==> config.mk <==
export PLATFORM = sky130hd
export DESIGN_NAME = first_fit_block_allocator_top_flat
export DESIGN_NICKNAME = d
export VERILOG_FILES = /design/src/rtl/ffba_pkg.sv /design/src/rtl/ffba_req_if.sv /design/src/rtl/ffba_rsp_if.sv /design/src/rtl/first_fit_block_allocator_top.sv /design/src/flat_wrapper.sv
export SDC_FILE = /design/constraint.sdc
export NUM_CORES = 2
export LEC_CHECK = 0
export ABC_AREA = 0
export ABC_CLOCK_PERIOD_IN_PS = 12100
export BUFFER_PORTS_ARGS = -buffer_cell sky130_fd_sc_hd__clkbuf_2
export CORE_MARGIN = 3
export CORE_UTILIZATION = 61
export CTS_BUF_LIST = sky130_fd_sc_hd__clkbuf_8 sky130_fd_sc_hd__clkbuf_16
export DETAILED_ROUTE_END_ITERATION = 6
export PLACE_DENSITY_LB_ADDON = 0.25
export SLEW_MARGIN = 20
export SYNTH_ARGS = -nofsm -noshare
export SYNTH_HDL_FRONTEND = slang
export SYNTH_SLANG_ARGS = --single-unit
==> constraint.sdc <==
create_clock -name clk -period 12.1 [get_ports clk]
set_input_delay 0.605 -clock clk [delete_from_list [all_inputs] [get_ports clk]]
set_output_delay 0.605 -clock clk [all_outputs]
set_load 0.005 [all_outputs]
==> src/rtl/ffba_pkg.sv <==
`default_nettype none
// ----------------------------------------------------------------------------
// ffba_pkg
// Shared sizes, status codes and register indexes of the first-fit block
// allocator.
// ----------------------------------------------------------------------------
package ffba_pkg;

    localparam int MAX_BLOCKS   = 64;
    localparam int HEADER_BYTES = 24;
    localparam int HEAP_BYTES   = 1048576;

    localparam int ADDR_W     = 32;
    localparam int LEN_W      = 21;
    localparam int STATUS_W   = 2;
    localparam int CFG_IDX_W  = 1;
    localparam int CFG_DATA_W = 32;

    localparam int IDX_W  = $clog2(MAX_BLOCKS);
    localparam int USED_W = $clog2(MAX_BLOCKS + 1);
    localparam int OFF_W  = $clog2(HEAP_BYTES);
    // block ends and fit thresholds, no wrap
    localparam int SUM_W  = $clog2(longint'(HEAP_BYTES) + longint'(HEADER_BYTES)
                                   + (longint'(1) << LEN_W)) + 2;
    // query minus heap base, signed
    localparam int DIFF_W = ADDR_W + 2;

    typedef enum logic [STATUS_W-1:0] {
        ST_OK        = 2'd0,
        ST_NOT_FOUND = 2'd1,
        ST_FULL      = 2'd2,
        ST_EXHAUSTED = 2'd3
    } status_t;

    localparam logic OP_ALLOC = 1'b0;
    localparam logic OP_FIND  = 1'b1;

    localparam logic [CFG_IDX_W-1:0] CFG_HEAP_BASE    = 1'b0;
    localparam logic [CFG_IDX_W-1:0] CFG_HEAD_PAYLOAD = 1'b1;

endpackage
`default_nettype wire

==> src/rtl/ffba_req_if.sv <==
`default_nettype none
// ----------------------------------------------------------------------------
// ffba_req_if
// Request channel: allocate or find beats with valid/ready handshake.
// ----------------------------------------------------------------------------
interface ffba_req_if;

    logic                        valid;
    logic                        ready;
    logic                        operation;
    logic [ffba_pkg::LEN_W-1:0]  request_size;
    logic [ffba_pkg::ADDR_W-1:0] query_address;

    modport source (
        output valid,
        output operation,
        output request_size,
        output query_address,
        input  ready
    );

    modport sink (
        input  valid,
        input  operation,
        input  request_size,
        input  query_address,
        output ready
    );

endinterface
`default_nettype wire

==> src/rtl/ffba_rsp_if.sv <==
`default_nettype none
// ----------------------------------------------------------------------------
// ffba_rsp_if
// Response channel: one result beat per request with valid/ready handshake.
// ----------------------------------------------------------------------------
interface ffba_rsp_if;

    logic                          valid;
    logic                          ready;
    logic [ffba_pkg::STATUS_W-1:0] status;
    logic [ffba_pkg::ADDR_W-1:0]   block_address;
    logic [ffba_pkg::ADDR_W-1:0]   data_address;
    logic [ffba_pkg::LEN_W-1:0]    block_payload;

    modport source (
        output valid,
        output status,
        output block_address,
        output data_address,
        output block_payload,
        input  ready
    );

    modport sink (
        input  valid,
        input  status,
        input  block_address,
        input  data_address,
        input  block_payload,
        output ready
    );

endinterface
`default_nettype wire

==> src/rtl/first_fit_block_allocator_top.sv <==
`default_nettype none
// ----------------------------------------------------------------------------
// first_fit_block_allocator_top
// First-fit heap block allocator over an address-ordered linked block table.
// ----------------------------------------------------------------------------
// One request at a time. An item is taken when the block is idle, then the
// block chain is walked from the head entry at one table entry per cycle:
// the offset/length memory and the link memory are both read at the entry
// whose index the previous read returned. An allocate that places a block
// passes through the walk, link and done states; an allocate that runs past
// the heap end and a find go from walk to done, and an allocate on a full
// table goes from idle straight to done. The result sits in an output
// register, so the next request is taken while the previous result still
// waits to be read; a second result waits in the last cycle of its item until
// the first is read. There is no clearing pass after reset. Register writes
// are taken at any time but must only be issued while no request is in flight.
// ----------------------------------------------------------------------------
module first_fit_block_allocator_top (
    input  wire logic                              clk,
    input  wire logic                              rst_n,
    ffba_req_if.sink                               req,
    ffba_rsp_if.source                             rsp,
    input  wire logic                              cfg_we,
    input  wire logic [ffba_pkg::CFG_IDX_W-1:0]    cfg_index,
    input  wire logic [ffba_pkg::CFG_DATA_W-1:0]   cfg_data
);

    localparam int IDX_W  = ffba_pkg::IDX_W;
    localparam int OFF_W  = ffba_pkg::OFF_W;
    localparam int LEN_W  = ffba_pkg::LEN_W;
    localparam int SUM_W  = ffba_pkg::SUM_W;
    localparam int DIFF_W = ffba_pkg::DIFF_W;
    localparam int ADDR_W = ffba_pkg::ADDR_W;
    localparam int USED_W = ffba_pkg::USED_W;

    typedef enum logic [3:0] {
        S_IDLE = 4'b0001,
        S_WALK = 4'b0010,
        S_LINK = 4'b0100,
        S_DONE = 4'b1000
    } state_t;

    // control and item registers
    state_t                         state_reg, state_next;
    logic                           op_reg, op_next;
    logic [LEN_W-1:0]               size_reg, size_next;
    logic [SUM_W-1:0]               need_reg, need_next;
    logic signed [DIFF_W-1:0]       diff_reg, diff_next;
    logic [IDX_W-1:0]               cur_reg, cur_next;
    logic [SUM_W-1:0]               cur_end_reg, cur_end_next;
    logic [SUM_W-1:0]               thr_reg, thr_next;
    logic [USED_W-1:0]              used_reg, used_next;
    logic [ffba_pkg::MAX_BLOCKS-1:0] lv_reg, lv_next;
    ffba_pkg::status_t              res_status_reg, res_status_next;
    logic [OFF_W-1:0]               res_off_reg, res_off_next;
    logic [LEN_W-1:0]               res_len_reg, res_len_next;

    // output register
    logic                           out_valid_reg, out_valid_next;
    logic [ffba_pkg::STATUS_W-1:0]  out_status_reg;
    logic [ADDR_W-1:0]              out_block_reg;
    logic [ADDR_W-1:0]              out_data_reg;
    logic [LEN_W-1:0]               out_payload_reg;
    logic                           out_load;

    // configuration registers
    logic [ADDR_W-1:0]              heap_base_reg;
    logic [LEN_W-1:0]               head_len_reg;

    // block table memories
    logic [OFF_W+LEN_W-1:0]         data_mem [ffba_pkg::MAX_BLOCKS];
    logic [IDX_W-1:0]               link_mem [ffba_pkg::MAX_BLOCKS];
    logic [OFF_W+LEN_W-1:0]         data_rd_reg;
    logic [IDX_W-1:0]               link_rd_reg;
    logic [IDX_W-1:0]               rd_idx_reg;
    logic [IDX_W-1:0]               rd_addr;
    logic                           data_we;
    logic [OFF_W+LEN_W-1:0]         data_wdata;
    logic                           link_we;
    logic [IDX_W-1:0]               link_waddr;
    logic [IDX_W-1:0]               link_wdata;

    // entry arriving from the memories
    logic [OFF_W-1:0]               e_off;
    logic [LEN_W-1:0]               e_len;
    logic [SUM_W-1:0]               e_end;
    logic [SUM_W-1:0]               e_thr;
    logic                           e_lv;
    logic                           e_fit;
    logic                           e_match;
    logic signed [DIFF_W-1:0]       e_off_s;
    logic signed [DIFF_W-1:0]       e_end_s;
    logic [IDX_W-1:0]               fresh;
    logic                           req_fire;
    logic [ADDR_W-1:0]              emit_addr;

    assign req.ready = (state_reg == S_IDLE);
    assign req_fire  = req.valid && req.ready;
    assign fresh     = used_reg[IDX_W-1:0];

    // head entry offset is zero and its length lives in a register, not in the data memory
    always_comb
    begin
        if (rd_idx_reg == '0)
        begin
            e_off = '0;
            e_len = head_len_reg;
        end
        else
        begin
            e_off = data_rd_reg[OFF_W+LEN_W-1:LEN_W];
            e_len = data_rd_reg[LEN_W-1:0];
        end
    end

    assign e_end   = SUM_W'(e_off) + SUM_W'(ffba_pkg::HEADER_BYTES) + SUM_W'(e_len);
    assign e_thr   = e_end + need_reg;
    assign e_lv    = lv_reg[rd_idx_reg];
    assign e_fit   = SUM_W'(e_off) >= thr_reg;
    assign e_off_s = $signed(DIFF_W'(e_off));
    assign e_end_s = $signed(DIFF_W'(e_end));
    assign e_match = (diff_reg == e_off_s) || ((diff_reg > e_off_s) && (diff_reg < e_end_s));

    assign rd_addr = (state_reg == S_WALK) ? link_rd_reg : '0;

    always_ff @(posedge clk)
    begin
        if (data_we)
        begin
            data_mem[fresh] <= data_wdata;
        end
        if (link_we)
        begin
            link_mem[link_waddr] <= link_wdata;
        end
        data_rd_reg <= data_mem[rd_addr];
        link_rd_reg <= link_mem[rd_addr];
        rd_idx_reg  <= rd_addr;
    end

    always_comb
    begin
        state_next      = state_reg;
        op_next         = op_reg;
        size_next       = size_reg;
        need_next       = need_reg;
        diff_next       = diff_reg;
        cur_next        = cur_reg;
        cur_end_next    = cur_end_reg;
        thr_next        = thr_reg;
        used_next       = used_reg;
        lv_next         = lv_reg;
        res_status_next = res_status_reg;
        res_off_next    = res_off_reg;
        res_len_next    = res_len_reg;
        data_we         = 1'b0;
        data_wdata      = {cur_end_reg[OFF_W-1:0], size_reg};
        link_we         = 1'b0;
        link_waddr      = fresh;
        link_wdata      = rd_idx_reg;
        out_load        = 1'b0;

        case (state_reg)
            S_IDLE:
            begin
                if (req_fire)
                begin
                    op_next   = req.operation;
                    size_next = req.request_size;
                    need_next = SUM_W'(ffba_pkg::HEADER_BYTES) + SUM_W'(req.request_size);
                    diff_next = $signed(DIFF_W'(req.query_address))
                                - $signed(DIFF_W'(heap_base_reg));
                    thr_next  = '1;
                    if ((req.operation == ffba_pkg::OP_ALLOC)
                        && (used_reg >= USED_W'(ffba_pkg::MAX_BLOCKS)))
                    begin
                        res_status_next = ffba_pkg::ST_FULL;
                        state_next      = S_DONE;
                    end
                    else
                    begin
                        state_next = S_WALK;
                    end
                end
            end
            S_WALK:
            begin
                if (op_reg == ffba_pkg::OP_FIND)
                begin
                    if (e_match)
                    begin
                        res_status_next = ffba_pkg::ST_OK;
                        res_off_next    = e_off;
                        res_len_next    = e_len;
                        state_next      = S_DONE;
                    end
                    else if (!e_lv)
                    begin
                        res_status_next = ffba_pkg::ST_NOT_FOUND;
                        state_next      = S_DONE;
                    end
                end
                else if (e_fit)
                begin
                    // gap after cur holds the new block, which links on to this entry
                    data_we         = 1'b1;
                    link_we         = 1'b1;
                    lv_next[fresh]  = 1'b1;
                    res_status_next = ffba_pkg::ST_OK;
                    res_off_next    = cur_end_reg[OFF_W-1:0];
                    res_len_next    = size_reg;
                    state_next      = S_LINK;
                end
                else
                begin
                    cur_next     = rd_idx_reg;
                    cur_end_next = e_end;
                    thr_next     = e_thr;
                    if (!e_lv)
                    begin
                        if (e_thr > SUM_W'(ffba_pkg::HEAP_BYTES))
                        begin
                            res_status_next = ffba_pkg::ST_EXHAUSTED;
                            state_next      = S_DONE;
                        end
                        else
                        begin
                            // append after the last block
                            data_we         = 1'b1;
                            data_wdata      = {e_end[OFF_W-1:0], size_reg};
                            lv_next[fresh]  = 1'b0;
                            res_status_next = ffba_pkg::ST_OK;
                            res_off_next    = e_end[OFF_W-1:0];
                            res_len_next    = size_reg;
                            state_next      = S_LINK;
                        end
                    end
                end
            end
            S_LINK:
            begin
                link_we          = 1'b1;
                link_waddr       = cur_reg;
                link_wdata       = fresh;
                lv_next[cur_reg] = 1'b1;
                used_next        = used_reg + USED_W'(1);
                state_next       = S_DONE;
            end
            S_DONE:
            begin
                if (!out_valid_reg || rsp.ready)
                begin
                    out_load   = 1'b1;
                    state_next = S_IDLE;
                end
            end
            default:
            begin
                state_next = S_IDLE;
            end
        endcase
    end

    always_comb
    begin
        out_valid_next = out_valid_reg;
        if (out_load)
        begin
            out_valid_next = 1'b1;
        end
        else if (rsp.ready)
        begin
            out_valid_next = 1'b0;
        end
    end

    assign emit_addr = heap_base_reg + ADDR_W'(res_off_reg);

    always_ff @(posedge clk or negedge rst_n)
    begin
        if (!rst_n)
        begin
            state_reg     <= S_IDLE;
            used_reg      <= USED_W'(1);
            lv_reg        <= '0;
            out_valid_reg <= 1'b0;
            heap_base_reg <= '0;
            head_len_reg  <= '0;
        end
        else
        begin
            state_reg     <= state_next;
            used_reg      <= used_next;
            lv_reg        <= lv_next;
            out_valid_reg <= out_valid_next;
            if (cfg_we)
            begin
                case (cfg_index)
                    ffba_pkg::CFG_HEAP_BASE:
                    begin
                        heap_base_reg <= cfg_data[ADDR_W-1:0];
                    end
                    ffba_pkg::CFG_HEAD_PAYLOAD:
                    begin
                        head_len_reg <= cfg_data[LEN_W-1:0];
                    end
                    default:
                    begin
                        head_len_reg <= head_len_reg;
                    end
                endcase
            end
        end
    end

    always_ff @(posedge clk)
    begin
        op_reg         <= op_next;
        size_reg       <= size_next;
        need_reg       <= need_next;
        diff_reg       <= diff_next;
        cur_reg        <= cur_next;
        cur_end_reg    <= cur_end_next;
        thr_reg        <= thr_next;
        res_status_reg <= res_status_next;
        res_off_reg    <= res_off_next;
        res_len_reg    <= res_len_next;
        if (out_load)
        begin
            out_status_reg <= res_status_reg;
            if (res_status_reg == ffba_pkg::ST_OK)
            begin
                out_block_reg   <= emit_addr;
                out_data_reg    <= emit_addr + ADDR_W'(ffba_pkg::HEADER_BYTES);
                out_payload_reg <= res_len_reg;
            end
            else
            begin
                out_block_reg   <= '0;
                out_data_reg    <= '0;
                out_payload_reg <= '0;
            end
        end
    end

    assign rsp.valid         = out_valid_reg;
    assign rsp.status        = out_status_reg;
    assign rsp.block_address = out_block_reg;
    assign rsp.data_address  = out_data_reg;
    assign rsp.block_payload = out_payload_reg;

endmodule
`default_nettype wire

==> src/flat_wrapper.sv <==
// flat-port wrapper written by rule: the top's interface ports become plain ports
module first_fit_block_allocator_top_flat 
  (clk, rst_n, cfg_we, cfg_index, cfg_data, req_valid, req_operation, req_request_size, req_query_address, req_ready, rsp_valid, rsp_status, rsp_block_address, rsp_data_address, rsp_block_payload, rsp_ready);
  ffba_req_if req_i ();
  ffba_rsp_if rsp_i ();
  input  wire logic clk;
  input  wire logic rst_n;
  input  wire logic cfg_we;
  input  wire logic [ffba_pkg::CFG_IDX_W-1:0] cfg_index;
  input  wire logic [ffba_pkg::CFG_DATA_W-1:0] cfg_data;
  input wire logic [$bits(req_i.valid)-1:0] req_valid;
  input wire logic [$bits(req_i.operation)-1:0] req_operation;
  input wire logic [$bits(req_i.request_size)-1:0] req_request_size;
  input wire logic [$bits(req_i.query_address)-1:0] req_query_address;
  output wire logic [$bits(req_i.ready)-1:0] req_ready;
  output wire logic [$bits(rsp_i.valid)-1:0] rsp_valid;
  output wire logic [$bits(rsp_i.status)-1:0] rsp_status;
  output wire logic [$bits(rsp_i.block_address)-1:0] rsp_block_address;
  output wire logic [$bits(rsp_i.data_address)-1:0] rsp_data_address;
  output wire logic [$bits(rsp_i.block_payload)-1:0] rsp_block_payload;
  input wire logic [$bits(rsp_i.ready)-1:0] rsp_ready;
  assign req_i.valid = req_valid;
  assign req_i.operation = req_operation;
  assign req_i.request_size = req_request_size;
  assign req_i.query_address = req_query_address;
  assign req_ready = req_i.ready;
  assign rsp_valid = rsp_i.valid;
  assign rsp_status = rsp_i.status;
  assign rsp_block_address = rsp_i.block_address;
  assign rsp_data_address = rsp_i.data_address;
  assign rsp_block_payload = rsp_i.block_payload;
  assign rsp_i.ready = rsp_ready;
  first_fit_block_allocator_top u_core (.clk(clk), .rst_n(rst_n), .req(req_i), .rsp(rsp_i), .cfg_we(cfg_we), .cfg_index(cfg_index), .cfg_data(cfg_data));
endmodule
==> metrics.txt <==
Inst Count DP=13020; worst slew slack as a fraction of its limit=roughly 12%; violated checks=design-rule violations; vertical extent of the die=487.3 um; destination of the worst register-to-register timing path=u_core.data_mem[9][40]$_DFFE_PP_; Clock Skews=0.09713 ns; Worst Max-Slew Pin Slew=1.315 ns; gpl congestion=0.9350; initial core utilization=roughly three fifths; setup slack at placement=between 2 and 2.5 ns; path category of the worst min-delay check=primary input to flip-flop; cell family with most CP delay=compound AO/OA/AOI/OAI gates; wire length of the first global-routing pass=603100 um; clock tree root driver cell=sky130_fd_sc_hd__clkbuf_16; startpoint kind of the worst setup timing path=flip-flop; r2r worst-path depth=25; setup slack after layout=approximately 1.9 ns; CTS buffer count=357; Post-Syn Instances=10320; flip-flop cell with the highest count after synthesis=sky130_fd_sc_hd__edfxtp_1; count of different cell masters after synthesis=88; per-instance average area after synthesis=13.70 um^2; syn nets=10590; path type of the worst setup path=flip-flop to flip-flop; power per cell area=231.5 nW/um^2; worst vdd ir=322.4 uV; TritonCTS clock tree=done; Final Slew Violations=0; Core Footprint=between 200000 and 250000 um^2; clock edge transition at the registers on the reported setup and hold paths=0.06 ns; largest cells by area after synthesis=sky130_fd_sc_hd__edfxtp_1, sky130_fd_sc_hd__nand2_1, sky130_fd_sc_hd__o221ai_1; Initial DRT Pass Iterations=7; via count of the first global-routing pass=89340; number of buffers and inverters on the critical path=5; mean routed wirelength per cell=30.34 um; cell type contributing the most total cell area after synthesis=sky130_fd_sc_hd__edfxtp_1; Max H-tree Level=5; number of cells on the worst hold path=3; Layout Area Growth over Synthesis=11.69%; Total Routed Length=around 420000 um; Arrival @ worst endpoint=10.81 ns; maximum clock frequency=98.13 MHz; detailed-placement wirelength estimate=approximately 250000 um; proportion of total power due to net switching=36.30%; most frequent CP cell=sky130_fd_sc_hd__buf_4; Synthesis Warnings=0; max reg flops=2624; total via count in the routed design=between 90000 and 100k; Synth Cell Area=141300 um^2; remaining antenna violation count=0; Post-CTS Repair Setup Buffers=0; final-report setup violation count=0; initial antenna violation count=38; GRT overflow=0; worst setup path endpoint=u_core.data_mem[9][40]$_DFFE_PP_; IO Pins=181; DR DRC count=2; DRT iter0 DRCs=13720; Comb pwr share=approximately 32%; max capacitance violation total=0; post-synthesis register bit count=3441; RSZ-0062 raised after global routing=no; number of fill cells in the layout=15220; sequential-to-total area share from yosys stat=72.29%; vias per cell=6.897; fraction of final layout cells with drive strength greater than 1=10.77%; final-layout setup total negative slack=0 ns; Power Internal=23270 uW; outcome=finished with violations; quantity of I/O buffers inserted on ports=180; register-to-register path setup slack=between 1.5 and 2 ns; r2r startpoint=u_core.rd_idx_reg[1]$_DFF_P_; Num Clock Sinks=~3400; final critical-path required period=10.19 ns; GRT Overall Usage=roughly 34%; number of flops mapped to enable cells by yosys=approximately 3300; most common cell after layout, fill and taps aside=sky130_fd_sc_hd__edfxtp_1; largest net degree at the start of global routing=~160; Net Switching=13260 uW; Flop pwr share=between 30% and 40%; Slowest-stage cell, CP=sky130_fd_sc_hd__buf_4; CTS Buffer Depth=4; overall die width=487.3 um; Crit. End Element=flip-flop; Period Utilization, post-route=84.22%; Critical Path Start=u_core.rd_idx_reg[1]$_DFF_P_; Largest stage delay, worst path=0.93 ns; proportion of register bits with asynchronous set or reset after synthesis=under 10%; Static Leakage=0.05297 uW; share of the synthesized area in the top cell type=69.25%; worst-skew pair later-pin latency=0.99 ns; portion of total power attributed to the clock network=between 20% and 30%; Final Hold Vio Count=0; commonest non-fill, non-tap cells in the layout=sky130_fd_sc_hd__edfxtp_1, sky130_fd_sc_hd__nand2_1, sky130_fd_sc_hd__nand3_1; area of the die=~240000 um^2; data required time of the worst path=between 10 and 15 ns; Total Nets Final=between 10000 and 15000; Rows=between 150 and 200; final cell count without fillers=13720; stages on the worst setup path=25; Crit Path Max Fanout=61
## power groups by stage
stage	registers, uW	logic [uW]	clock network [uW]
final	14300	11700	10500
after global placement	14500	11300	0
after CTS	14300	11400	10600
after global routing	14300	12400	11000
after detailed placement	14500	11300	0
after floorplan	14600	6710	0
## worst register-to-register path, cell delays in order (launching register included)
cell and delay, ns:
sky130_fd_sc_hd__dfxtp_1 0.67, sky130_fd_sc_hd__nor4_1 0.65, sky130_fd_sc_hd__nand2_2 0.56, sky130_fd_sc_hd__buf_4 0.42, sky130_fd_sc_hd__mux2_2 0.30, sky130_fd_sc_hd__ha_1 0.28, sky130_fd_sc_hd__ha_1 0.34, sky130_fd_sc_hd__a211o_1 0.37
sky130_fd_sc_hd__o2111a_1 0.32, sky130_fd_sc_hd__o41ai_1 0.72, sky130_fd_sc_hd__nor2b_1 0.24, sky130_fd_sc_hd__xnor2_1 0.28, sky130_fd_sc_hd__ha_1 0.42, sky130_fd_sc_hd__and3_1 0.28, sky130_fd_sc_hd__a22oi_1 0.25, sky130_fd_sc_hd__o21a_1 0.28
sky130_fd_sc_hd__o21a_1 0.23, sky130_fd_sc_hd__o21ai_0 0.14, sky130_fd_sc_hd__a32o_1 0.33, sky130_fd_sc_hd__nor3b_1 0.16, sky130_fd_sc_hd__buf_4 0.21, sky130_fd_sc_hd__a21boi_4 0.24, sky130_fd_sc_hd__buf_4 0.55, sky130_fd_sc_hd__buf_4 0.96
sky130_fd_sc_hd__nor3_2 0.21, sky130_fd_sc_hd__buf_4 0.39
## metal layers
layer	up-vias	track usage [%]	routed length, um
met3	960	8.357	49000
li1	40300	-	-
met1	46940	47.87	155800
met5	-	0	83
met4	14	13.83	18180
met2	6373	52.95	193000
## area by class of cell
cell class                 instances  area (um^2)  share of cell area [%]
timing repair buffer             483         3726                   2.361
tap                             3026         3786                   2.399
inverter                         145        573.1                  0.3631
antenna                           12        30.03                 0.01902
multi-input combinational       5974        36440                   23.09
clock inverter                   263         1957                   1.240
sequential                      3441       102200                   64.72
clock buffer                     371         9171                   5.810
## kinds of logic after synthesis
| family | count (synthesis) | share of synthesized area (%) |
|---|---|---|
| buf+inv | 903 | 2.431 |
| compound gates | 2383 | 12.00 |
| fa+ha+maj | 178 | 1.595 |
| simple gates | 3170 | 9.879 |
| xor+xnor | 118 | 0.7313 |
| mux | 125 | 1.082 |
| flops | 3441 | 72.29 |
## worst min path at each step
stage | from | endpoint | slack, ns
2_1_floorplan | rst_n | async pin | 0.31
3_3_place_gp | u_core.head_len_reg[12]$_DFFE_PN0P_ | u_core.head_len_reg[12]$_DFFE_PN0P_ | 0.48
3_5_place_dp | u_core.head_len_reg[12]$_DFFE_PN0P_ | u_core.head_len_reg[12]$_DFFE_PN0P_ | 0.49
4_1_cts | req_operation | u_core.op_reg$_DFFE_PP_ | 0.0009
5_1_grt | req_request_size[7] | u_core.size_reg[7]$_DFFE_PP_ | 0.02
6_report | cfg_data[18] | u_core.heap_base_reg[18]$_DFFE_PN0P_ | 0.05
## timing repair
action                    in CTS  in global routing
resized for setup              0                  0
hold endpoints to repair      97                  0
hold buffers                  46                  0
## through the flow
stage / power (uW) / cell area, um^2 / util, % / hold WS (ns)
after floorplan: 21330 / 141300 / - / 0.3094
after global placement: 25830 / 146200 / 63.52 / 0.4826
after detailed placement: 25890 / 146200 / 63.52 / 0.4929
after CTS: 36320 / 157800 / 68.56 / 0.0009421
after global routing: 37770 / 157800 / 68.58 / 0.01843
final: 36530 / 157800 / 68.59 / 0.05200
## Yosys cell counts (55+ instances only)
| cell | number |
|---|---|
| sky130_fd_sc_hd__edfxtp_1 | 3259 |
| sky130_fd_sc_hd__nand2_1 | 1776 |
| sky130_fd_sc_hd__nand3_1 | 791 |
| sky130_fd_sc_hd__o221ai_1 | 754 |
| sky130_fd_sc_hd__clkbuf_1 | 696 |
| sky130_fd_sc_hd__a21oi_1 | 695 |
| sky130_fd_sc_hd__a31oi_1 | 211 |
| sky130_fd_sc_hd__nor2_1 | 202 |
| sky130_fd_sc_hd__a311oi_1 | 191 |
| sky130_fd_sc_hd__ha_1 | 173 |
| sky130_fd_sc_hd__a211oi_1 | 159 |
| sky130_fd_sc_hd__inv_1 | 142 |
| sky130_fd_sc_hd__o21ai_0 | 139 |
| sky130_fd_sc_hd__dfrtp_1 | 127 |
| sky130_fd_sc_hd__nor3_1 | 122 |
| sky130_fd_sc_hd__xnor2_1 | 92 |
| sky130_fd_sc_hd__mux2_2 | 62 |
| sky130_fd_sc_hd__and2_1 | 59 |
| sky130_fd_sc_hd__a21o_1 | 55 |
(Power assumes the default switching activity.)
